$ cat config.mk
export PLATFORM = sky130hd
export DESIGN_NAME = spm_ctrl
export DESIGN_NICKNAME = d
export VERILOG_FILES = /design/src/design/sparse_page_memory_defines.svh /design/src/design/spm_pkg.sv /design/src/design/spm_ctrl.sv
export SDC_FILE = /design/constraint.sdc
export NUM_CORES = 1
export LEC_CHECK = 0
export BUFFER_PORTS_ARGS = -buffer_cell sky130_fd_sc_hd__buf_2
export CORE_AREA = 8 8 45 47
export DETAILED_ROUTE_END_ITERATION = 16
export DIE_AREA = 0 0 53 55
export HOLD_SLACK_MARGIN = 0.02
export PLACE_DENSITY = 0.44
export SETUP_SLACK_MARGIN = 0.02
export SYNTH_ARGS = -nofsm -noshare
export SYNTH_HDL_FRONTEND = slang
export SYNTH_SLANG_ARGS = --single-unit
$ cat constraint.sdc
create_clock -name i_clk -period 1.38 [get_ports i_clk]
set_clock_uncertainty 0.1 [all_clocks]
set_input_delay 0.276 -clock i_clk [delete_from_list [all_inputs] [get_ports i_clk]]
set_output_delay 0.276 -clock i_clk [all_outputs]
set_load 0.05 [all_outputs]
$ cat src/design/sparse_page_memory_defines.svh
// assertion macros of the sparse page memory top level
`ifndef SPARSE_PAGE_MEMORY_DEFINES_SVH
`define SPARSE_PAGE_MEMORY_DEFINES_SVH

// same-cycle implication, checked outside reset
`define SPM_ASSERT_NOW(label, clk, rst_n, ante, cons) \
    label: assert property (@(posedge clk) disable iff (!rst_n) (ante) |-> (cons)) \
        else $error("sparse_page_memory: same-cycle check failed");

// next-cycle implication, checked outside reset
`define SPM_ASSERT_NEXT(label, clk, rst_n, ante, cons) \
    label: assert property (@(posedge clk) disable iff (!rst_n) (ante) |=> (cons)) \
        else $error("sparse_page_memory: next-cycle check failed");

`endif

$ cat src/design/spm_pkg.sv
// shared types and constants of the sparse page memory
package spm_pkg;

    // configuration register
    localparam int unsigned BUDGET_W = 19;
    localparam logic [BUDGET_W-1:0] BUDGET_RESET = 19'd266240;

    // word layout
    localparam int unsigned DATA_W = 64;
    localparam int unsigned SIZE_W = 2;

    // access kinds
    localparam logic ACTION_READ  = 1'b0;
    localparam logic ACTION_WRITE = 1'b1;

    // access width codes
    localparam logic [SIZE_W-1:0] SIZE_1B = 2'd0;
    localparam logic [SIZE_W-1:0] SIZE_2B = 2'd1;
    localparam logic [SIZE_W-1:0] SIZE_4B = 2'd2;
    localparam logic [SIZE_W-1:0] SIZE_8B = 2'd3;

    // sequencer states
    typedef enum logic [2:0] {
        S_CLEAR,
        S_IDLE,
        S_MATCH,
        S_LOOKUP,
        S_ACCESS
    } t_state;

    // controller to datapath
    typedef struct packed {
        logic clear;    // zero one data word of the clearing pass
        logic capture;  // take the input word
        logic match;    // compare all tags, register hit vector
        logic lookup;   // pick slot, allocate, issue data read
        logic finish;   // merge, write back, load result register
    } t_cmd;

    // datapath to controller
    typedef struct packed {
        logic clear_last;  // clearing pass at last word
        logic out_free;    // result register can take a word
    } t_status;

endpackage

$ cat src/design/spm_ctrl.sv
// sequencer of the sparse page memory: clearing pass and per-access steps
module spm_ctrl (
    input  logic             i_clk,
    input  logic             i_rst_n,
    input  logic             i_valid,
    input  spm_pkg::t_status i_status,
    output logic             o_in_ready,
    output spm_pkg::t_cmd    o_cmd
);

    spm_pkg::t_state r_state;
    spm_pkg::t_state n_state;

    // state register
    always_ff @(posedge i_clk) begin
        if (!i_rst_n) begin
            r_state <= spm_pkg::S_CLEAR;
        end else begin
            r_state <= n_state;
        end
    end

    // next state
    always_comb begin
        n_state = r_state;
        case (r_state)
            spm_pkg::S_CLEAR: begin
                if (i_status.clear_last) begin
                    n_state = spm_pkg::S_IDLE;
                end
            end
            spm_pkg::S_IDLE: begin
                if (i_valid) begin
                    n_state = spm_pkg::S_MATCH;
                end
            end
            spm_pkg::S_MATCH: begin
                n_state = spm_pkg::S_LOOKUP;
            end
            spm_pkg::S_LOOKUP: begin
                n_state = spm_pkg::S_ACCESS;
            end
            spm_pkg::S_ACCESS: begin
                if (i_status.out_free) begin
                    n_state = spm_pkg::S_IDLE;
                end
            end
            default: begin
                n_state = spm_pkg::S_CLEAR;
            end
        endcase
    end

    // commands
    always_comb begin
        o_cmd      = '0;
        o_in_ready = 1'b0;
        case (r_state)
            spm_pkg::S_CLEAR: begin
                o_cmd.clear = 1'b1;
            end
            spm_pkg::S_IDLE: begin
                o_in_ready  = 1'b1;
                o_cmd.capture = i_valid;
            end
            spm_pkg::S_MATCH: begin
                o_cmd.match = 1'b1;
            end
            spm_pkg::S_LOOKUP: begin
                o_cmd.lookup = 1'b1;
            end
            spm_pkg::S_ACCESS: begin
                o_cmd.finish = i_status.out_free;
            end
            default: begin
                o_cmd = '0;
            end
        endcase
    end

endmodule

==> results.yml <==
layout:
  final_net_count: 55
  mostFrequentLayoutCells: "buf_4, buf_6, buf_2"
  areaGrowthSynthToFinish_pct: 119
  nFillCells: 146
  largest_reg_flops: 3
  final_common_cell: "buf_4"
  regArea_um2: 71.3
  utilization_pct: 36.4
  layoutNonFillerInstCount: 65
  layout-drive-gt1-share_pct: 69.4
  diodes: 0
  final_area_um2: 504
  reg.largest.list: "r_state x3"
  multi_input_area_um2: 181
  top_register: "r_state"
power_and_ir_drop:
  peakVddDrop_uv: 305
  p_seq_share_pct: 20.2
  p_per_area_nw_per_um2: 1190
  comb_power_share_pct: 52.6
  leakagePower_nw: 0.231
  pwr-share-clk_pct: 27.2
  total_power_uw: 598
  p_int_uw: 371
  switchingPower_uw: 227
  power_switching_share_pct: 38.0
setup_path:
  path_cells: "nor2_2 > and3_4 > buf_8"
  crit_family: "flip-flops"
  cp-start-kind: "flop"
  cp-startpoint: "r_state[2]"
  end_kind: "output port"
  cpPeakStageDelay_ps: 360
  cp_num_buf_inv: 1
  worstRegToRegCells: 5
  reg2reg_from: "r_state[1]"
  crit_slowest_cell: "dfxtp_4"
  path_max_fanout: 6
  required_ps: 1000
  r2r_slack_ps: 80
  worstSetupPathType: "flop to output port"
  crit_arrival_ps: 1080
  r2r-end: "r_state[2]"
run_status:
  status: "finished with violations"
  violations: "setup timing"
global_routing:
  gr-usage-met3_pct: 1.60
  met2_usage_pct: 11.3
  grt_pass1_vias: 299
  grt-ovfl-total: 0
  grt_use_total_pct: 6.40
  grt_max_degree: 8
  busiest_layer: "met2"
  met1_usage_pct: 5.33
  antenna_found_initial: 0
  grt_pass1_wl_mm: 1.29
cts:
  clockRootBuffer: "clkbuf_4"
  cts_tree: "yes"
  cts_max_path_buffers: 2
  htree_levels: 1
  clock_sinks: 3
  cts.clk_slew.worst_paths_ps: 30
  clk_latency_ps: 240
  cts_buffers: 3
timing:
  final.setup.worst_slack_ps: -80.5
  finalMaxSlewViolations: 0
  post-route-period-util_pct: 106
  setup_viol: 5
  period_needed_ps: 1460
  hold_violations: 0
  clock.fmax_mhz: 685
  tightest_slew_ps: 330
  maxSlewHeadroom_pct: 77.7
  rsz0062_at_grt: "true"
detailed_routing:
  wl_um: 841
  vias: 288
  ant_nets: 0
  wl_per_cell_um: 12.9
  vias_per_cell: 4.43
  drcViolationCount: 0
  dr.pass1.iters: 4
  drt_iter0_markers: 2
floorplanning:
  die_x_um: 53
  dieArea_um2: 2920
  io_pins: 11
  start_util_pct: 16.6
  fp.dieH_um: 55
  core_area_um2: 1380
  num_rows: 14
job:
  maxCapViolations: 0
synthesis:
  post_synth_num_cell_types: 21
  synth_area_per_cell_um2: 8.53
  syn_area_um2: 230
  seq_area_frac_synth_pct: 26.1
  synthCells: 27
  syn_nets: 32
  yosys_warnings: 0
  synth_seq_cells: 3
hold_path:
  hold_end: "r_state[2]"
  hold_start: "i_rst_n"
  hp-class: "input port to flop"
  hold_depth: 2
placed_design:
  port-buffer-count: 10
  gp_congestion: 0.758
  dp_hpwl_um: 519
  place_inst: 56
  place_area_um2: 347
final cells by class:
class                           instances  area share, %
Timing Repair Buffer                   21           40.0
Tap cell                               16           3.97
Multi-Input combinational cell         20           36.0
Sequential cell                         3           14.1
Clock buffer                            4           5.21
Inverter                                1          0.744
kinds of logic (layout without fill, tap and decap cells):
kind of cell | after synthesis | count (layout) | share of synthesized area [%]
AND/OR/NAND/NOR | 14 | 14 | 40.8
AO/OA/AOI/OAI | 4 | 4 | 12.5
buffers and inverters | 4 | 26 | 12.0
flip-flops | 3 | 3 | 26.1
multiplexers | 2 | 2 | 8.70
how the worst max path moves through the flow:
stage	to	cells after the start
2_1_floorplan	o_cmd[2]	2
6_report	o_cmd[3]	3
4_1_cts	o_cmd[4]	3
5_1_grt	o_cmd[2]	3
3_5_place_dp	o_cmd[4]	3
3_3_place_gp	o_cmd[0]	2
cell usage after synthesis, drive strengths merged:
library cell	n	area (um^2)
nor2	2	7.51
nor3	1	5.00
and4bb	1	12.5
nand2	1	3.75
o21ai	1	5.00
a31oi	1	6.26
inv	1	3.75
a21boi	1	7.51
and3	1	6.26
dfxtp	3	60.1
nor2b	1	6.26
o311a	1	10.0
mux2i	2	20.0
buf	3	23.8
nor3b	3	22.5
and2	1	6.26
and3b	1	8.76
nor4b	1	8.76
nor4	1	6.26
power by group through the flow:
stage	logic [mW]	registers, mW	clock network [mW]
after floorplan	0.166	0.104	0
after global placement	0.222	0.121	0
after detailed placement	0.221	0.121	0
after CTS	0.287	0.120	0.165
after global routing	0.333	0.124	0.173
final	0.314	0.121	0.163
per-layer routing:
layer  vias to the layer above  wire length (um)  share of wire, %
met5                         -                 0                 0
met4                         0                24               2.9
met3                         4                60               7.1
met2                        10               462                55
met1                       131               293                35
li1                        143                 -                 -
through the flow:
step	setup TNS (ps)	hold slack (ps)	setup slack, ps
final	-350	183	-80.5
after global routing	-533	193	-115
after CTS	-343	187	-83.5
after detailed placement	0	442	13.0
after global placement	0	444	33.5
after floorplan	-287	307	-145
worst reg2reg max path, delay by kind of cell, from the launching register on:
kind,cells,cell delay [ps]
flops,1,360
compound gates,1,280
buf+inv,2,270
simple gates,2,170
repair_timing:
action / 4_1_cts / 5_1_grt
hold buffers: 0 / 0
setup endpoints to repair: 6 / 7
pin swaps: 1 / 1
setup buffers: 4 / 1
gates resized for setup: 22 / 7
(Power assumes the default switching activity.)
